--- config.mk ---
export PLATFORM = sky130hd
export DESIGN_NAME = dshot_multi_channel_transmitter
export DESIGN_NICKNAME = d
export VERILOG_FILES = /design/src/rtl/dmct_pkg.sv /design/src/rtl/dshot_multi_channel_transmitter.sv /design/src/rtl/dmct_front.sv /design/src/rtl/dmct_queue.sv /design/src/rtl/dmct_back.sv
export SDC_FILE = /design/constraint.sdc
export NUM_CORES = 1
export LEC_CHECK = 0
export BUFFER_PORTS_ARGS = -buffer_cell sky130_fd_sc_hd__buf_2
export CORE_MARGIN = 10
export CORE_UTILIZATION = 45
export CTS_CLUSTER_SIZE = 25
export DETAILED_ROUTE_END_ITERATION = 6
export GPL_ROUTABILITY_DRIVEN = 0
export GPL_TIMING_DRIVEN = 0
export SYNTH_ARGS = -nofsm -noshare
export SYNTH_HDL_FRONTEND = slang
export SYNTH_SLANG_ARGS = --single-unit
export TNS_END_PERCENT = 20
--- constraint.sdc ---
create_clock -name clk -period 12 [get_ports clk]
set_input_delay 2.4 -clock clk [delete_from_list [all_inputs] [get_ports clk]]
set_output_delay 2.4 -clock clk [all_outputs]
set_load 0.005 [all_outputs]
--- src/rtl/dmct_pkg.sv ---
`default_nettype none
// ----------------------------------------------------------------------------
// dmct_pkg
// Shared types, operation codes and the frame builder of the multi-channel
// DSHOT transmitter.
// ----------------------------------------------------------------------------
package dmct_pkg;

  localparam int LINE_COUNT = 4;
  localparam logic [10:0] THROTTLE_MAX = 11'd1999;
  localparam logic [11:0] CODE_OFFSET = 12'd48;
  localparam logic [3:0] LAST_BIT = 4'd15;

  // Operation codes as they arrive on the input, plus an internal no-op.
  localparam logic [1:0] OP_LOAD  = 2'd0;
  localparam logic [1:0] OP_START = 2'd1;
  localparam logic [1:0] OP_TICK  = 2'd2;
  localparam logic [1:0] OP_NONE  = 2'd3;

  // Configuration register indexes.
  localparam logic [1:0] REG_ENABLE    = 2'd0;
  localparam logic [1:0] REG_ZERO_HIGH = 2'd1;
  localparam logic [1:0] REG_PERIOD    = 2'd2;

  typedef struct packed {
    logic [1:0]  kind;
    logic [1:0]  channel;
    logic        chan_ok;
    logic [15:0] frame;
  } cmd_t;

  typedef struct packed {
    logic [LINE_COUNT-1:0] enable;
    logic [14:0]           zero_high;
    logic [15:0]           period;
  } cfg_t;

  // Code is the throttle plus 48, followed by the telemetry bit and a
  // checksum that XORs the three nibbles of those twelve bits.
  function automatic logic [15:0] build_frame(input logic [10:0] step,
                                              input logic telem);
    logic [10:0] sat;
    logic [11:0] v;
    logic [3:0]  sum;
    sat = (step > THROTTLE_MAX) ? THROTTLE_MAX : step;
    v = (({1'b0, sat} + CODE_OFFSET) << 1) | {11'd0, telem};
    sum = v[3:0] ^ v[7:4] ^ v[11:8];
    return {v, sum};
  endfunction

endpackage
`default_nettype wire

--- src/rtl/dshot_multi_channel_transmitter.sv ---
`default_nettype none
// An accepted item is first written into the command queue; the back end then
// executes the queued command and loads the result register when the output
// side is not stalled.
// Throughput: one item per cycle sustained while the output side is not stalled;
// the single execution stage updating the bit timer and frame store sets this figure.
// Reset (synchronous, active high) empties the queue, clears all frames and the
// bit timer, and loads the registers with enable 15, high time 125, period 333.
// ----------------------------------------------------------------------------
// dshot_multi_channel_transmitter
// Multi-channel DSHOT frame transmitter with a decode front, a short command
// queue and an execution back end that drives the line levels.
// ----------------------------------------------------------------------------
module dshot_multi_channel_transmitter import dmct_pkg::*; #(
  parameter int CHANNELS = 4
) (
  input  wire logic                  clk,
  input  wire logic                  rst,
  // Configuration write channel.
  input  wire logic                  cfg_valid,
  output logic                       cfg_ready,
  input  wire logic [1:0]            cfg_index,
  input  wire logic [15:0]           cfg_data,
  // Input item channel.
  input  wire logic                  in_valid,
  output logic                       in_stall,
  input  wire logic [1:0]            operation,
  input  wire logic [1:0]            channel,
  input  wire logic [10:0]           throttle_step,
  input  wire logic                  telemetry_request,
  // Result channel.
  output logic                       out_valid,
  input  wire logic                  out_stall,
  output logic [LINE_COUNT-1:0]      line_levels,
  output logic                       busy_res,
  output logic                       frame_end,
  output logic                       rejected
);

  // The register file is always ready to take a write. Software must change the
  // registers only while no transfer is in flight; the block does not enforce
  // this, and the back end reads them directly without any shadowing.
  cfg_t cfg;

  assign cfg_ready = 1'b1;

  always_ff @(posedge clk) begin
    if (rst) begin
      cfg.enable    <= 4'hF;
      cfg.zero_high <= 15'd125;
      cfg.period    <= 16'd333;
    end else if (cfg_valid && cfg_ready) begin
      case (cfg_index)
        REG_ENABLE:    cfg.enable    <= cfg_data[LINE_COUNT-1:0];
        REG_ZERO_HIGH: cfg.zero_high <= cfg_data[14:0];
        REG_PERIOD:    cfg.period    <= cfg_data;
        default: begin
        end
      endcase
    end
  end

  // The front end decodes each item and builds the frame word of a load, so
  // the checksum logic sits before the queue rather than in the timing path
  // of the execution stage.
  cmd_t front_cmd;
  cmd_t back_cmd;
  logic q_full;
  logic q_nonempty;
  logic q_pop;
  logic q_push;

  dmct_front #(.CHANNELS(CHANNELS)) u_front (
    .operation         (operation),
    .channel           (channel),
    .throttle_step     (throttle_step),
    .telemetry_request (telemetry_request),
    .cmd               (front_cmd)
  );

  // The input side stalls only when the two-entry queue is full, which
  // happens only after the output side has stalled for a while. In steady
  // flow the queue holds one entry and a transfer happens every cycle.
  assign in_stall = q_full;
  assign q_push   = in_valid && !in_stall;

  dmct_queue u_queue (
    .clk       (clk),
    .rst       (rst),
    .push      (q_push),
    .push_data (front_cmd),
    .pop       (q_pop),
    .pop_data  (back_cmd),
    .full      (q_full),
    .nonempty  (q_nonempty)
  );

  // The back end executes one command per cycle whenever its output register
  // is empty or being taken, and the result register decouples the output
  // stall from the queue.
  dmct_back #(.CHANNELS(CHANNELS)) u_back (
    .clk         (clk),
    .rst         (rst),
    .cfg         (cfg),
    .cmd         (back_cmd),
    .cmd_valid   (q_nonempty),
    .cmd_pop     (q_pop),
    .out_valid   (out_valid),
    .out_stall   (out_stall),
    .line_levels (line_levels),
    .busy_res    (busy_res),
    .frame_end   (frame_end),
    .rejected    (rejected)
  );

endmodule
`default_nettype wire

--- src/rtl/dmct_front.sv ---
`default_nettype none
// ----------------------------------------------------------------------------
// dmct_front
// Decodes an incoming item into a command and builds the frame word of a load.
// ----------------------------------------------------------------------------
module dmct_front import dmct_pkg::*; #(
  parameter int CHANNELS = 4
) (
  input  wire logic [1:0]  operation,
  input  wire logic [1:0]  channel,
  input  wire logic [10:0] throttle_step,
  input  wire logic        telemetry_request,
  output cmd_t             cmd
);

  always_comb begin
    cmd.channel = channel;
    cmd.chan_ok = (32'(channel) < CHANNELS);
    cmd.frame   = build_frame(throttle_step, telemetry_request);
    case (operation)
      OP_LOAD:  cmd.kind = OP_LOAD;
      OP_START: cmd.kind = OP_START;
      OP_TICK:  cmd.kind = OP_TICK;
      default:  cmd.kind = OP_NONE;
    endcase
  end

endmodule
`default_nettype wire

--- src/rtl/dmct_queue.sv ---
`default_nettype none
// ----------------------------------------------------------------------------
// dmct_queue
// Two-entry command queue between the decode front and the execution back.
// ----------------------------------------------------------------------------
module dmct_queue import dmct_pkg::*; (
  input  wire logic clk,
  input  wire logic rst,
  input  wire logic push,
  input  wire cmd_t push_data,
  input  wire logic pop,
  output cmd_t      pop_data,
  output logic      full,
  output logic      nonempty
);

  cmd_t       slots [2];
  logic       wr_ptr;
  logic       rd_ptr;
  logic [1:0] count;

  assign full     = (count == 2'd2);
  assign nonempty = (count != 2'd0);
  assign pop_data = slots[rd_ptr];

  always_ff @(posedge clk) begin
    if (push) begin
      slots[wr_ptr] <= push_data;
    end
  end

  always_ff @(posedge clk) begin
    if (rst) begin
      wr_ptr <= 1'b0;
      rd_ptr <= 1'b0;
      count  <= 2'd0;
    end else begin
      if (push) begin
        wr_ptr <= ~wr_ptr;
      end
      if (pop) begin
        rd_ptr <= ~rd_ptr;
      end
      case ({push, pop})
        2'b10:   count <= count + 2'd1;
        2'b01:   count <= count - 2'd1;
        default: count <= count;
      endcase
    end
  end

endmodule
`default_nettype wire

--- src/rtl/dmct_back.sv ---
`default_nettype none
// ----------------------------------------------------------------------------
// dmct_back
// Executes commands against the frame store and bit timer, and holds the
// result in an output register.
// ----------------------------------------------------------------------------
module dmct_back import dmct_pkg::*; #(
  parameter int CHANNELS = 4
) (
  input  wire logic                  clk,
  input  wire logic                  rst,
  input  wire cfg_t                  cfg,
  input  wire cmd_t                  cmd,
  input  wire logic                  cmd_valid,
  output logic                       cmd_pop,
  output logic                       out_valid,
  input  wire logic                  out_stall,
  output logic [LINE_COUNT-1:0]      line_levels,
  output logic                       busy_res,
  output logic                       frame_end,
  output logic                       rejected
);

  localparam int STORE_DEPTH = (CHANNELS < LINE_COUNT) ? CHANNELS : LINE_COUNT;

  logic [15:0] frames [STORE_DEPTH];
  logic [3:0]  bit_position;
  logic [15:0] tick_count;
  logic        sending;

  logic [3:0]  bit_position_next;
  logic [15:0] tick_count_next;
  logic        sending_next;
  logic        fend;
  logic        rej;
  logic [15:0] two_high;
  logic [15:0] period_eff;
  logic [16:0] tick_inc;
  logic [LINE_COUNT-1:0] levels_next;

  assign cmd_pop = cmd_valid && (!out_valid || !out_stall);

  // Effective period: the larger of the period and the one-bit high time,
  // never below one tick.
  always_comb begin
    two_high   = {cfg.zero_high, 1'b0};
    period_eff = (cfg.period > two_high) ? cfg.period : two_high;
    if (period_eff == 16'd0) begin
      period_eff = 16'd1;
    end
    tick_inc = {1'b0, tick_count} + 17'd1;
  end

  always_comb begin
    bit_position_next = bit_position;
    tick_count_next   = tick_count;
    sending_next      = sending;
    fend              = 1'b0;
    rej               = 1'b0;
    case (cmd.kind)
      OP_LOAD: begin
        rej = sending;
      end
      OP_START: begin
        if (sending) begin
          rej = 1'b1;
        end else begin
          sending_next      = 1'b1;
          bit_position_next = 4'd0;
          tick_count_next   = 16'd0;
        end
      end
      OP_TICK: begin
        if (sending) begin
          if (tick_inc >= {1'b0, period_eff}) begin
            tick_count_next = 16'd0;
            if (bit_position == LAST_BIT) begin
              bit_position_next = 4'd0;
              sending_next      = 1'b0;
              fend              = 1'b1;
            end else begin
              bit_position_next = bit_position + 4'd1;
            end
          end else begin
            tick_count_next = tick_inc[15:0];
          end
        end
      end
      default: begin
      end
    endcase
  end

  // Frame store: a load while idle to an existing channel replaces the word of its channel.
  always_ff @(posedge clk) begin
    if (rst) begin
      for (int i = 0; i < STORE_DEPTH; i++) begin
        frames[i] <= 16'd0;
      end
    end else if (cmd_pop && cmd.kind == OP_LOAD && !sending && cmd.chan_ok) begin
      for (int i = 0; i < STORE_DEPTH; i++) begin
        if (32'(cmd.channel) == i) begin
          frames[i] <= cmd.frame;
        end
      end
    end
  end

  for (genvar c = 0; c < LINE_COUNT; c++) begin : g_lane
    if (c < STORE_DEPTH) begin : g_on
      logic one_bit;
      logic high;
      assign one_bit = frames[c][LAST_BIT - bit_position_next];
      assign high = (tick_count_next < {1'b0, cfg.zero_high}) ||
                    (one_bit && tick_count_next < two_high);
      assign levels_next[c] = sending_next && cfg.enable[c] && high;
    end else begin : g_off
      assign levels_next[c] = 1'b0;
    end
  end

  always_ff @(posedge clk) begin
    if (rst) begin
      bit_position <= 4'd0;
      tick_count   <= 16'd0;
      sending      <= 1'b0;
      out_valid    <= 1'b0;
    end else begin
      if (cmd_pop) begin
        bit_position <= bit_position_next;
        tick_count   <= tick_count_next;
        sending      <= sending_next;
      end
      out_valid <= cmd_pop || (out_valid && out_stall);
    end
  end

  always_ff @(posedge clk) begin
    if (cmd_pop) begin
      line_levels <= levels_next;
      busy_res    <= sending_next;
      frame_end   <= fend;
      rejected    <= rej;
    end
  end

`ifndef SYNTHESIS
  a_end_idle: assert property (@(posedge clk) disable iff (rst)
    out_valid && frame_end |-> !busy_res)
    else $error("frame end reported while still busy");
  a_idle_low: assert property (@(posedge clk) disable iff (rst)
    out_valid && !busy_res |-> line_levels == '0)
    else $error("line driven while idle");
  a_rej_busy: assert property (@(posedge clk) disable iff (rst)
    out_valid && rejected |-> busy_res)
    else $error("rejection without a broadcast in progress");
  a_idle_clear: assert property (@(posedge clk) disable iff (rst)
    !sending |-> bit_position == 4'd0 && tick_count == 16'd0)
    else $error("bit timer not cleared while idle");
`endif

endmodule
`default_nettype wire
Word-level counts from Yosys, hierarchy flattened

Memories as Yosys holds them, arrays and structs flattened. A register that Yosys moved wholly into a read port is not among the register bits.
Index checks and enable logic that the tools add are counted.
Widths: inputs -> output; s select.

Add/sub/neg operators: 6
Multipliers: 0
Div/mod/pow operators: 0
Magnitude comparators: 6
Eq/ne operators: 13
Shift-type cells: 0
Mux-type cells: 55
Bitwise logic cells: 9
Reductions and logical operators: 39

Operator list:

| operator              | count |
|---|---|
| $mux 16               | 9 |
| $pmux 16 s2           | 1 |
| $mux 1                | 31 |
| $add 16x1->17 const B | 1 |
| $ge 17x16->1          | 1 |
| $logic_and 1x1->1     | 17 |
| $bmux 1 s4            | 4 |
| $gt 16x16->1          | 1 |
| $logic_not 16->1      | 1 |
| $lt 16x15->1          | 1 |
| $lt 16x16->1          | 1 |
| $mux 4                | 4 |
| $eq 2x2->1 const B    | 7 |
| $or 12x1->12          | 1 |
| $add 11x6->11 const B | 1 |
| $gt 11x11->1 const B  | 1 |
| $mux 11               | 1 |
| $eq 2x1->1 const B    | 5 |
| $logic_not 2->1       | 4 |
| $pmux 4 s2            | 1 |
| $xor 4x4->4           | 2 |
| $logic_or 1x1->1      | 6 |
| $pmux 2 s3            | 1 |
| $reduce_and 2->1      | 3 |
| other kinds (14)      | 23 |

Register bits: 68
Bits in latches: 0
Memory bits (writable): 104
Bits in read-only memories: 0
Bits of input ports: 39
Output and inout port bits: 10
Word-level logic and storage cells: 144
Memories: 2

Memories:

| name          | depth | bits a word | read ports | clocked after Yosys merged registers in | wr ports | RTL line         | source |
|---|---|---|---|---|---|---|---|
| u_back.frames | 4     | 16          | 4          | 0                                       | 4        | dmct_back.sv:26  | `logic [15:0] frames [STORE_DEPTH];` |
| u_queue.slots | 2     | 20          | 1          | 1                                       | 1        | dmct_queue.sv:17 | `cmd_t slots [2];` |

Depth between registers and ports, before layout

Gate-level depths: netlist of the first run.

Depth in word-level cells: 14
Mapped depth: 33
Mapped depth without buffers: 31

Modules after synthesis

From an unflattened synthesis of the first run, not the netlist that was laid out.

Cell total of the unflattened synthesis: 957
Area total of the unflattened synthesis: 10003.3 µm²

Modules (own cells, without submodules):

| module                          | times used | cells each | area an instance (µm²) | seq. area each (µm²) |
|---|---|---|---|---|
| dmct_back                       | 1          | 664        | 6397.4                 | 2572.5 |
| dmct_queue                      | 1          | 87         | 1715.4                 | 1361.3 |
| dshot_multi_channel_transmitter | 1          | 141        | 1463.9                 | 700.7 |
| dmct_front                      | 1          | 65         | 426.7                  | 0.0 |

Worst setup path before layout of the first run

Ideal clock, no wire load.

Path type: reg-to-reg
Start: register cfg[17] (netlist name)
End: register u_back.line_levels[0] (data pin)
Library setup time: 0.152 ns
Arrival time: 5.811 ns
Data required time: 11.848 ns
Slack: 6.037 ns
Stages on the path, launching flop included: 31
Buffers on the path: 2
Clock period less this slack: 5.963 ns
Cell sequence: dfxtp_1 > inv_1 > ha_1 > nor2b_1 > o21a_1 > o21a_1 > o21a_1 > o21a_1 > o21ai_0 > nand2b_1 > a21oi_1 > a21oi_1 > buf_2 > mux2i_1 > ha_1 > and3_2 > a221oi_2 > o211ai_1 > a2111o_1 > buf_2 > o31ai_1 > ha_1 > a21o_1 > a21o_1 > a21oi_1 > nand3_1 > o21ai_0 > nand4b_1 > a31oi_1 > o211ai_1 > a31oi_1

Elaborated cells between the ends (all ways): 23
Those cells by class: 1 x add/sub; 4 x order compare; 13 x mux; 5 x reduce/logical

RTL lines:

| item                                | RTL line         | source |
|---|---|---|
| $gt 16x16->1                        | dmct_back.sv:47  | `period_eff = (cfg.period > two_high) ? cfg.period : two_high;` |
| $mux 16 *                           | dmct_back.sv:47  |  |
| $logic_not 16->1                    | dmct_back.sv:48  | `if (period_eff == 16'd0) begin` |
| $mux 16 *                           | dmct_back.sv:48  |  |
| $ge 17x16->1 *                      | dmct_back.sv:75  | `if (tick_inc >= {1'b0, period_eff}) begin` |
| $mux 16 *                           | dmct_back.sv:75  |  |
| $mux 16 *                           | dmct_back.sv:74  | `if (sending) begin` |
| $pmux 16 s2 *                       | dmct_back.sv:60  | `case (cmd.kind)` |
| named net u_back.tick_count_next[5] | dmct_back.sv:32  | `logic [15:0] tick_count_next;` |
| $lt 16x16->1                        | dmct_back.sv:115 | `(one_bit && tick_count_next < two_high);` |
| $logic_and 1x1->1                   | dmct_back.sv:115 |  |
| $logic_or 1x1->1 *                  | dmct_back.sv:114 | `assign high = (tick_count_next < {1'b0, cfg.zero_high}) \|\|` |
| $logic_and 1x1->1 *                 | dmct_back.sv:116 | `assign levels_next[c] = sending_next && cfg.enable[c] && high;` |
| named net u_back.levels_next[0]     | dmct_back.sv:39  | `logic [LINE_COUNT-1:0] levels_next;` |
| to (signal assigned)                | dmct_back.sv:140 | `line_levels <= levels_next;` |
| to (decl)                           | dmct_back.sv:18  | `output logic [LINE_COUNT-1:0] line_levels,` |

Mark *: on every way through the listed nets, which the timed path passes. The rest lies on a longest branch. The select of a mux whose other input is x is not followed.
A chain may end at the register's enable or synchronous reset.

Final worst setup path of the first run

Start: register cfg[17] (netlist name)
End: register u_back.line_levels[0] (data pin)

Elaborated cells between the ends (all ways): 23
Those cells by class: 1 x add/sub; 4 x order compare; 13 x mux; 5 x reduce/logical

RTL lines:

| item                                | RTL line |
|---|---|
| $gt 16x16->1                        | dmct_back.sv:47 |
| $mux 16 *                           | dmct_back.sv:47 |
| $logic_not 16->1                    | dmct_back.sv:48 |
| $mux 16 *                           | dmct_back.sv:48 |
| $ge 17x16->1 *                      | dmct_back.sv:75 |
| $mux 16 *                           | dmct_back.sv:75 |
| $mux 16 *                           | dmct_back.sv:74 |
| $pmux 16 s2 *                       | dmct_back.sv:60 |
| named net u_back.tick_count_next[5] | dmct_back.sv:32 |
| $lt 16x16->1                        | dmct_back.sv:115 |
| $logic_and 1x1->1                   | dmct_back.sv:115 |
| $logic_or 1x1->1 *                  | dmct_back.sv:114 |
| $logic_and 1x1->1 *                 | dmct_back.sv:116 |
| named net u_back.levels_next[0]     | dmct_back.sv:39 |

Marked as above.

==> results.py, run 1 <==
metrics = {
    "worst_hold_path": {
        "holdPathStages": 2,
        "hp-class": "flop to flop",
        "min_delay_worst_endpoint": "u_back.out_valid$_SDFF_PP0_",
        "min_from": "u_back.out_valid$_SDFF_PP0_",
    },
    "cts": {
        "clkLatencyLatePin_ns": 0.45,
        "numClockSinks": 173,
        "cts_buffers": 17,
        "cts.clk_slew.worst_paths_ns": 0.07,
        "cts_htree_levels": 4,
        "clockBufferDepth": 2,
        "cts_setup_buffers": 0,
        "clock-root-buffer": "clkbuf_16",
        "cts_tree": "done",
        "holdBufCountCts": 0,
        "cts-resized-gates": 0,
    },
    "drt": {
        "wl_microns": 24100,
        "wire_per_inst_microns": 18.6,
        "remaining_drc_errors": 0,
        "vias": 7151,
        "drt-initial-drc-count": 514,
        "final_antenna_net_count": 0,
        "dr.pass1.iters": 5,
        "vias_per_cell": 5.52,
    },
    "timing": {
        "finalSetupViolCount": 0,
        "period_minus_slack_ns": 7.74,
        "fin_setup_tns_ns": 0,
        "whs_ns": 0.492,
        "setup_slack_ns": 4.26,
        "fmax_mhz": 129,
        "hold_violations": 0,
        "finClkSkew_ns": 0.0215,
        "period_share_pct": 64.5,
        "worst_pin_slew_ns": 1.35,
        "slew_headroom_pct": 10.3,
        "slew_viol_final": 0,
        "grt_setup_unrepaired": "false",
    },
    "setup_path": {
        "cp_max_fo": 10,
        "r2r_setup_slack_ns": 4.26,
        "worstSetupStartpointType": "flop",
        "cp-end-kind": "flop",
        "arrival_ns": 7.96,
        "r2r_start": "cfg[17]$_SDFFE_PP0P_",
        "critPathLaunch": "cfg[17]$_SDFFE_PP0P_",
        "crit_path_max_incr_delay_ns": 0.70,
        "cp.required_ns": 12.22,
        "r2r_cells": 30,
        "path_class": "flop to flop",
        "cpMaxStageDelayCell": "nor4_1",
        "r2r_end": "u_back.line_levels[0]$_DFFE_PP_",
    },
    "yosys": {
        "synth_top_family_by_area": "simple AND/OR/NAND/NOR gates",
        "synth_edf_count": 111,
        "synth_xor_area_share_pct": 2.60,
        "synth_compound_area_share_pct": 12.7,
        "ys_seq_elements": 173,
        "netlist_top_cells_area": "edfxtp_1 (35%), dfxtp_1 (13%), ha_1 (8.8%)",
        "syn_area_per_cell_sq_um": 9.93,
        "synth.top_cell.area_share_pct": 35.4,
        "yosysUniqueCellTypes": 68,
        "ys.warnings.count": 0,
        "synthAdderAreaFrac_pct": 8.77,
        "synthArstFlopShare_pct": 0,
        "synth-simple-area-share_pct": 18.2,
        "synth_top_area_cell": "edfxtp_1",
        "synthMuxAreaShare_pct": 5.65,
        "ys_seq_area_share_pct": 48.6,
        "ys.flop_type": "edfxtp_1",
        "synthCells": 948,
        "synth_area_sq_um": 9420,
        "syn_nets": 1053,
    },
    "place": {
        "portBuffers": 45,
        "hpwl_microns": 18100,
        "pre_cts_ws_ns": 4.34,
    },
    "power": {
        "p_switching_mw": 0.824,
        "pwr_density_cell_nw_per_um2": 203,
        "clkPwrFrac_pct": 27.1,
        "pwr-share-comb_pct": 37.0,
        "irDropWorstVdd_v": 0.000116,
        "netSwitchingFraction_pct": 38.3,
        "p_leak_nw": 4.21,
        "pwr-share-seq_pct": 35.8,
        "p_int_mw": 1.33,
    },
    "floorplan": {
        "core_sq_um": 20400,
        "dieArea_sq_um": 27100,
        "initial_utilization_pct": 46.1,
        "io-pin-count": 49,
        "chipWidth_microns": 165,
        "die_h_microns": 165,
        "core.rowCount": 52,
    },
    "grt": {
        "antenna_found_initial": 0,
        "grt_remaining_overflow": 0,
        "grtUsageMet1_pct": 25.6,
        "grt_pass1_vias": 7037,
        "grt_use_met2_pct": 28.7,
        "grt_pass1_wl_microns": 38300,
        "met3_usage_pct": 3.66,
        "grt_busiest_layer": "met2",
        "grt_use_total_pct": 18.3,
        "grt_max_degree": 21,
    },
    "cells_and_area": {
        "multiInputGateArea_sq_um": 4520,
        "seqCellArea_sq_um": 4570,
        "diodes": 0,
        "final_nets": 1118,
        "syn_to_final_growth_pct": 12.8,
        "final_util_pct": 52.0,
        "fillers": 1922,
        "drive_above_1_share_pct": 10.6,
    },
    "run": {
        "drv_cap": 0,
    },
    "outcome": {
        "status": "finished, final reports clean",
    },
}
## final cells by class
type	instances	area share (%)
buffer	42	2.00
clock buffer	17	4.01
clock inverter	15	1.85
inverter	30	1.06
multi-input combinational	703	42.6
sequential	173	43.1
tap	270	3.18
timing repair buffer	46	2.26
## per-layer routing
layer	routed length (microns)	vias to the layer above
met1	11700	3410
met4	260	0
met2	10700	171
li1	-	3546
met3	1320	24
met5	0	-
## power groups by stage
stage / Clock, mW / Sequential (mW) / Combinational [mW]
after global routing: 0.612 / 0.781 / 0.883
after detailed placement: 0 / 0.785 / 0.792
after global placement: 0 / 0.783 / 0.783
after floorplan: 0 / 0.776 / 0.552
after CTS: 0.586 / 0.772 / 0.796
final: 0.583 / 0.772 / 0.797
## through the flow
step / power (mW) / instance area (sq um) / instances
3_5_place_dp: 1.58 / 10000 / 1264
4_1_cts: 2.15 / 10600 / 1296
2_1_floorplan: 1.33 / 9420 / 948
5_1_grt: 2.28 / 10600 / 1296
6_report: 2.15 / 10600 / 1296
3_3_place_gp: 1.57 / 9980 / 1263
## cells in the final DEF (no fill, tap or decap), types with 9 or more instances in the layout
cell type  instances
nor2b_1           10
ha_1              66
nand3b_1           9
mux2i_1           52
a211o_1            9
nand4_1           12
o21ai_0           28
a21oi_1           51
nand2_1          139
nor3_1            11
dfxtp_1           62
clkbuf_16         17
nand3_1           23
nor2_1           125
inv_1             29
o21a_1            11
a21o_1            13
a211oi_1          14
xnor2_1           23
clkbuf_1          27
nor4_1             9
nand2b_1          10
buf_2             51
edfxtp_1         111
## registers in the layout (all words and copies together) (netlist names), named ones only
name and cells:
u_back.bit_position 4, u_back.tick_count 16, u_back.frames 64, u_queue.count 2, u_back.sending 1, u_queue.wr_ptr 1, u_back.busy_res 1, u_back.rejected 1
u_queue.slots 40, u_back.line_levels 4, u_back.out_valid 1, cfg 35, u_back.frame_end 1, u_queue.rd_ptr 1
## synth_stat cells (4+ instances only)
| cell | instances |
|---|---|
| nand2_1 | 139 |
| nor2_1 | 126 |
| edfxtp_1 | 111 |
| ha_1 | 66 |
| dfxtp_1 | 62 |
| mux2i_1 | 52 |
| a21oi_1 | 51 |
| inv_1 | 29 |
| o21ai_0 | 28 |
| clkbuf_1 | 27 |
| nand3_1 | 23 |
| xnor2_1 | 23 |
| a211oi_1 | 14 |
| a21o_1 | 13 |
| nand4_1 | 12 |
| nor3_1 | 11 |
| o21a_1 | 11 |
| nand2b_1 | 10 |
| nor2b_1 | 10 |
| a211o_1 | 9 |
| nand3b_1 | 9 |
| nor4_1 | 9 |
| a31oi_1 | 8 |
| and3_1 | 8 |
| o211ai_1 | 7 |
| a22o_1 | 6 |
| buf_2 | 6 |
| xor2_1 | 5 |
| buf_4 | 4 |
| o31ai_1 | 4 |
## worst max-delay path by stage
stage                                            to  slack (ns)
global route        u_back.line_levels[0]$_DFFE_PP_        3.63
finish              u_back.line_levels[0]$_DFFE_PP_        4.26
CTS                 u_back.line_levels[1]$_DFFE_PP_        4.30
floorplan           u_back.line_levels[0]$_DFFE_PP_        6.04
global placement    u_back.line_levels[0]$_DFFE_PP_        4.33
detailed placement  u_back.line_levels[1]$_DFFE_PP_        4.34
## cell families after synthesis
group	after synthesis
other	1
and+or+nand+nor	379
buffers and inverters	72
adders and majority gates	66
muxes	53
AOI/OAI and AO/OA	176
DFF	173
xor gates and xnor gates	28
## worst max-delay path, delay by kind of cell (launching register included)
family	cells	cell delay, ns
compound gates	18	3.87
simple gates	4	1.13
fa+ha+maj	3	0.94
buf+inv	4	0.88
flops	1	0.42
mux	1	0.26
(Power assumes the default switching activity.)
==> run 2: changes to the inputs <==
Clock period 12 ns to 8.1 ns, I/O delays scaled along.
==> run 2 against run 1 <==
Compared with the run above: critical path depth is the same; combinational power grew 48%; hold slack is essentially flat; core utilization is essentially flat; wire length is essentially flat; largest cell class unchanged; worst setup slack lost 3.6 ns; total power grew 48%; final cell count is the same; clock skew is essentially flat.
==> results.py, run 2 (synthesis results as in run 1) <==
metrics = {
    "outcome": {
        "status": "finished, final reports clean",
    },
    "timing": {
        "finClkSkew_ns": 0.0212,
        "period_share_pct": 92.1,
        "slew_headroom_pct": 9.50,
        "hold_violations": 0,
        "fmax_mhz": 134,
        "whs_ns": 0.492,
        "worst_pin_slew_ns": 1.36,
        "fin_setup_tns_ns": 0,
        "finalSetupViolCount": 0,
        "period_minus_slack_ns": 7.46,
        "slew_viol_final": 0,
        "grt_setup_unrepaired": "false",
        "setup_slack_ns": 0.639,
    },
    "power": {
        "p_leak_nw": 4.21,
        "pwr_density_cell_nw_per_um2": 300,
        "p_int_mw": 1.97,
        "pwr-share-comb_pct": 37.1,
        "netSwitchingFraction_pct": 38.3,
        "p_switching_mw": 1.22,
        "irDropWorstVdd_v": 0.000171,
        "pwr-share-seq_pct": 35.8,
        "clkPwrFrac_pct": 27.1,
    },
    "cells_and_area": {
        "drive_above_1_share_pct": 10.7,
        "syn_to_final_growth_pct": 12.8,
        "reg_top3": "u_back.frames x64, u_queue.slots x40, cfg x35",
        "layout_commonest_cell": "nand2_1",
        "diodes": 0,
        "final_nets": 1118,
        "layout_common_cells": "nand2_1 (139), nor2_1 (125), edfxtp_1 (111)",
        "largest-register": "u_back.frames",
        "postLayoutCellArea_sq_um": 10600,
        "largest_reg_flops": 64,
    },
    "cts": {
        "cts_tree": "done",
        "cts_setup_buffers": 0,
        "cts_buffers": 17,
        "cts_htree_levels": 4,
        "clockBufferDepth": 2,
        "holdBufCountCts": 0,
        "clock-root-buffer": "clkbuf_16",
        "cts.clk_slew.worst_paths_ns": 0.07,
        "numClockSinks": 173,
        "clkLatencyLatePin_ns": 0.44,
    },
    "setup_path": {
        "crit_path_max_incr_delay_ns": 0.69,
        "cp_max_fo": 10,
        "crit_top_cell": "o21a_1",
        "path_class": "flop to flop",
        "cpMaxStageDelayCell": "nor4_1",
        "arrival_ns": 7.68,
        "cp-end-kind": "flop",
        "cp.required_ns": 8.32,
        "worstSetupStartpointType": "flop",
    },
    "grt": {
        "grt_pass1_wl_microns": 38300,
        "grt_pass1_vias": 7037,
        "antenna_found_initial": 0,
        "grt_max_degree": 21,
        "grt_use_total_pct": 18.3,
        "grt_remaining_overflow": 0,
    },
    "place": {
        "portBuffers": 45,
        "placed_area_sq_um": 10000,
        "hpwl_microns": 18100,
        "pre_cts_ws_ns": 0.436,
    },
    "drt": {
        "vias": 7138,
        "drt-initial-drc-count": 507,
        "wl_microns": 24000,
        "wire_per_inst_microns": 18.5,
        "dr.pass1.iters": 5,
        "vias_per_cell": 5.51,
        "remaining_drc_errors": 0,
        "final_antenna_net_count": 0,
    },
    "run": {
        "drv_cap": 0,
    },
    "floorplan": {
        "core.rowCount": 52,
        "core_sq_um": 20400,
        "dieArea_sq_um": 27100,
        "io-pin-count": 49,
        "initial_utilization_pct": 46.1,
        "die_h_microns": 165,
        "chipWidth_microns": 165,
    },
    "worst_hold_path": {
        "hp-class": "flop to flop",
    },
}
==> run 2: power groups by stage <==
stage,Clock [mW],Combinational (mW),Sequential (mW)
after global routing,0.907,1.31,1.16
after global placement,0,1.16,1.16
after detailed placement,0,1.17,1.16
final,0.863,1.18,1.14
after CTS,0.868,1.18,1.14
after floorplan,0,0.817,1.15
==> run 2: routing by layer <==
metal / GRT usage, % / share of wire [%] / up-vias / routed length (microns)
met2: 28.7 / 45 / 172 / 10700
met3: 3.66 / 5.5 / 25 / 1310
met5: 0 / 0 / - / 0
met4: 4.47 / 1.1 / 0 / 265
met1: 25.6 / 49 / 3403 / 11700
li1: - / - / 3538 / -
==> run 2: worst max-delay path, delay by kind of cell (launching register included) <==
kind	cells	cell delay [ns]
mux	1	0.26
buf+inv	4	0.85
flops	1	0.42
compound gates	18	3.64
fa+ha+maj	3	0.94
simple gates	4	1.12
==> run 2: path summary, 6_finish.rpt <==
path                                     from                         endpoint  slack, ns  depth (start not counted)
setup reg to reg         cfg[17]$_SDFFE_PP0P_  u_back.line_levels[1]$_DFFE_PP_       0.64                         30
hold reg to reg   u_back.out_valid$_SDFF_PP0_      u_back.out_valid$_SDFF_PP0_       0.49                          2
hold / removal    u_back.out_valid$_SDFF_PP0_      u_back.out_valid$_SDFF_PP0_       0.49                          2
setup / recovery         cfg[17]$_SDFFE_PP0P_  u_back.line_levels[1]$_DFFE_PP_       0.64                         30
==> run 2: what timing repair did <==
action	CTS	global route
endpoints found under the setup margin	0	4
gates resized for setup	0	1
hold endpoints to repair	0	0
==> run 2: area by class of cell <==
type / count / area (sq um)
fillers: 1922 / 9810
clock inverters: 15 / 196
well taps: 270 / 338
plain buffers: 42 / 213
clock buffers: 17 / 425
repair buffers: 46 / 240
flip-flops and latches: 173 / 4570
inverters: 30 / 113
multi-input cells: 703 / 4520
==> run 2: stage by stage <==
step | cells | utilization, % | power [mW]
floorplan | 948 | - | 1.97
global placement | 1263 | 48.8 | 2.32
detailed placement | 1264 | 48.9 | 2.34
CTS | 1296 | 52.0 | 3.19
global route | 1296 | 52.0 | 3.37
finish | 1296 | 52.0 | 3.19
==> run 3: changes to the inputs <==
Settings changed: CORE_UTILIZATION 45 to 55, PLACE_DENSITY set to 0.73.
==> run 3 against run 2 <==
Compared with the run above: the run now ends with design-rule violations left; cell area is 0.69% lower; clock-buffer cell count did not move; clock skew shrank 0.0045 ns; clock power fell by 4.8%; total power fell by 1.5%; die area fell by 16%; highest routed layer unchanged.
==> results.py, run 3 (synthesis results as in run 1) <==
metrics = {
    "cts": {
        "clockBufferDepth": 2,
        "numClockSinks": 173,
        "cts_setup_buffers": 0,
        "cts_tree": "done",
        "cts.clk_slew.worst_paths_ns": 0.08,
        "cts_buffers": 17,
        "cts_htree_levels": 4,
        "clock-root-buffer": "clkbuf_16",
        "clkLatencyLatePin_ns": 0.43,
    },
    "timing": {
        "period_minus_slack_ns": 7.52,
        "finClkSkew_ns": 0.0166,
        "grt_setup_unrepaired": "false",
        "finalSetupViolCount": 0,
        "fmax_mhz": 133,
        "hold_violations": 0,
        "worst_pin_slew_ns": 1.28,
        "slew_headroom_pct": 14.6,
        "slew_viol_final": 0,
        "period_share_pct": 92.8,
        "fin_setup_tns_ns": 0,
    },
    "setup_path": {
        "cp.required_ns": 8.34,
        "crit_path_max_incr_delay_ns": 0.66,
        "worstSetupStartpointType": "flop",
        "cpMaxStageDelayCell": "nor4_1",
        "arrival_ns": 7.76,
        "crit_top_cell": "o21a_1",
        "cp-end-kind": "flop",
        "cp_max_fo": 10,
        "path_class": "flop to flop",
    },
    "cells_and_area": {
        "final_cell_count_no_fill": 1246,
        "largest-register": "u_back.frames",
        "final_nets": 1118,
        "reg_top3": "u_back.frames x64, u_queue.slots x40, cfg x35",
        "largest_reg_flops": 64,
        "drive_above_1_share_pct": 10.7,
        "diodes": 0,
        "layout_common_cells": "nand2_1 (139), nor2_1 (125), edfxtp_1 (111)",
        "layout_commonest_cell": "nand2_1",
        "syn_to_final_growth_pct": 12.0,
    },
    "worst_hold_path": {
        "hp-class": "flop to flop",
    },
    "power": {
        "irDropWorstVdd_v": 0.000205,
        "pwr_density_cell_nw_per_um2": 298,
        "finalPower_mw": 3.14,
        "p_leak_nw": 4.21,
    },
    "grt": {
        "grt_pass1_wl_microns": 35900,
        "grt_remaining_overflow": 0,
        "grt_pass1_vias": 6860,
        "grt_max_degree": 21,
        "grt_use_total_pct": 20.3,
        "antenna_found_initial": 0,
    },
    "outcome": {
        "status": "complete, but fails checks",
        "failed_checks": "design-rule violations",
    },
    "drt": {
        "remaining_drc_errors": 2,
        "vias": 7253,
        "wl_microns": 22600,
        "drt-initial-drc-count": 543,
        "vias_per_cell": 5.82,
        "dr.pass1.iters": 7,
        "wire_per_inst_microns": 18.2,
        "final_antenna_net_count": 0,
    },
    "floorplan": {
        "core_sq_um": 16700,
        "die_h_microns": 151,
        "initial_utilization_pct": 56.4,
        "io-pin-count": 49,
        "dieArea_sq_um": 22800,
        "chipWidth_microns": 151,
        "core.rowCount": 47,
    },
    "place": {
        "portBuffers": 45,
        "hpwl_microns": 17000,
        "post-place-cells": 1214,
    },
    "run": {
        "drv_cap": 0,
    },
}
[run 3: cell count changes in the layout (fill, tap and decap cells not counted), sizes merged]
cell,change
clkinvlp,-2
bufinv,-2
inv,+1
clkinv,+3
[run 3: repair_timing]
action | 4_1_cts | 5_1_grt
hold buffers | 0 | 0
gates resized for setup | 0 | 1
endpoints found under the setup margin | 0 | 3
[run 3: layout make-up]
class                   count  area (sq um)
fillers                  1342          6150
flip-flops and latches    173          4570
multi-input cells         703          4520
clock buffers              17           425
well taps                 220           275
repair buffers             46           240
plain buffers              42           213
clock inverters            15           185
inverters                  30           113
[run 3: path summary, 6_finish.rpt]
kind / depth (start not counted) / end / start / slack (ns)
worst max-delay path: 30 / u_back.line_levels[0]$_DFFE_PP_ / cfg[17]$_SDFFE_PP0P_ / 0.58
worst min-delay path: 2 / u_back.out_valid$_SDFF_PP0_ / u_back.out_valid$_SDFF_PP0_ / 0.50
worst max register to register: 30 / u_back.line_levels[0]$_DFFE_PP_ / cfg[17]$_SDFFE_PP0P_ / 0.58
worst min register to register: 2 / u_back.out_valid$_SDFF_PP0_ / u_back.out_valid$_SDFF_PP0_ / 0.50
[run 3: metrics by stage]
step / setup WS [ns] / instance area, sq um / util (%) / hold WS (ns)
floorplan: 2.14 / 9420 / - / 0.455
global placement: 0.532 / 9920 / 59.4 / 0.480
detailed placement: 0.453 / 9930 / 59.5 / 0.484
CTS: 0.433 / 10500 / 63.1 / 0.495
global route: 0.213 / 10500 / 63.2 / 0.532
finish: 0.584 / 10500 / 63.2 / 0.497
[run 3: report_power, final]
part | internal, mW | leakage (nW) | total [mW] | switching [mW]
logic | 0.413 | 2.30 | 1.17 | 0.761
clock network | 0.422 | 0.299 | 0.822 | 0.400
registers | 1.08 | 1.61 | 1.14 | 0.0614
[run 3: per-layer routing]
metal	wire length (microns)	vias to the layer above	track usage, %
li1	-	3553	-
met1	10300	3412	28.5
met2	10300	256	31.5
met3	1710	32	3.40
met4	350	0	6.16
met5	0	-	0
[run 3: critical path: cells and delay by family (launching register included)]
family                   cells  cell delay (ns)
buffers and inverters        4             0.89
AO/OA/AOI/OAI               18             3.66
flip-flops                   1             0.43
multiplexers                 1             0.30
AND/OR/NAND/NOR              4             1.10
adder cells (fa/ha/maj)      3             0.95
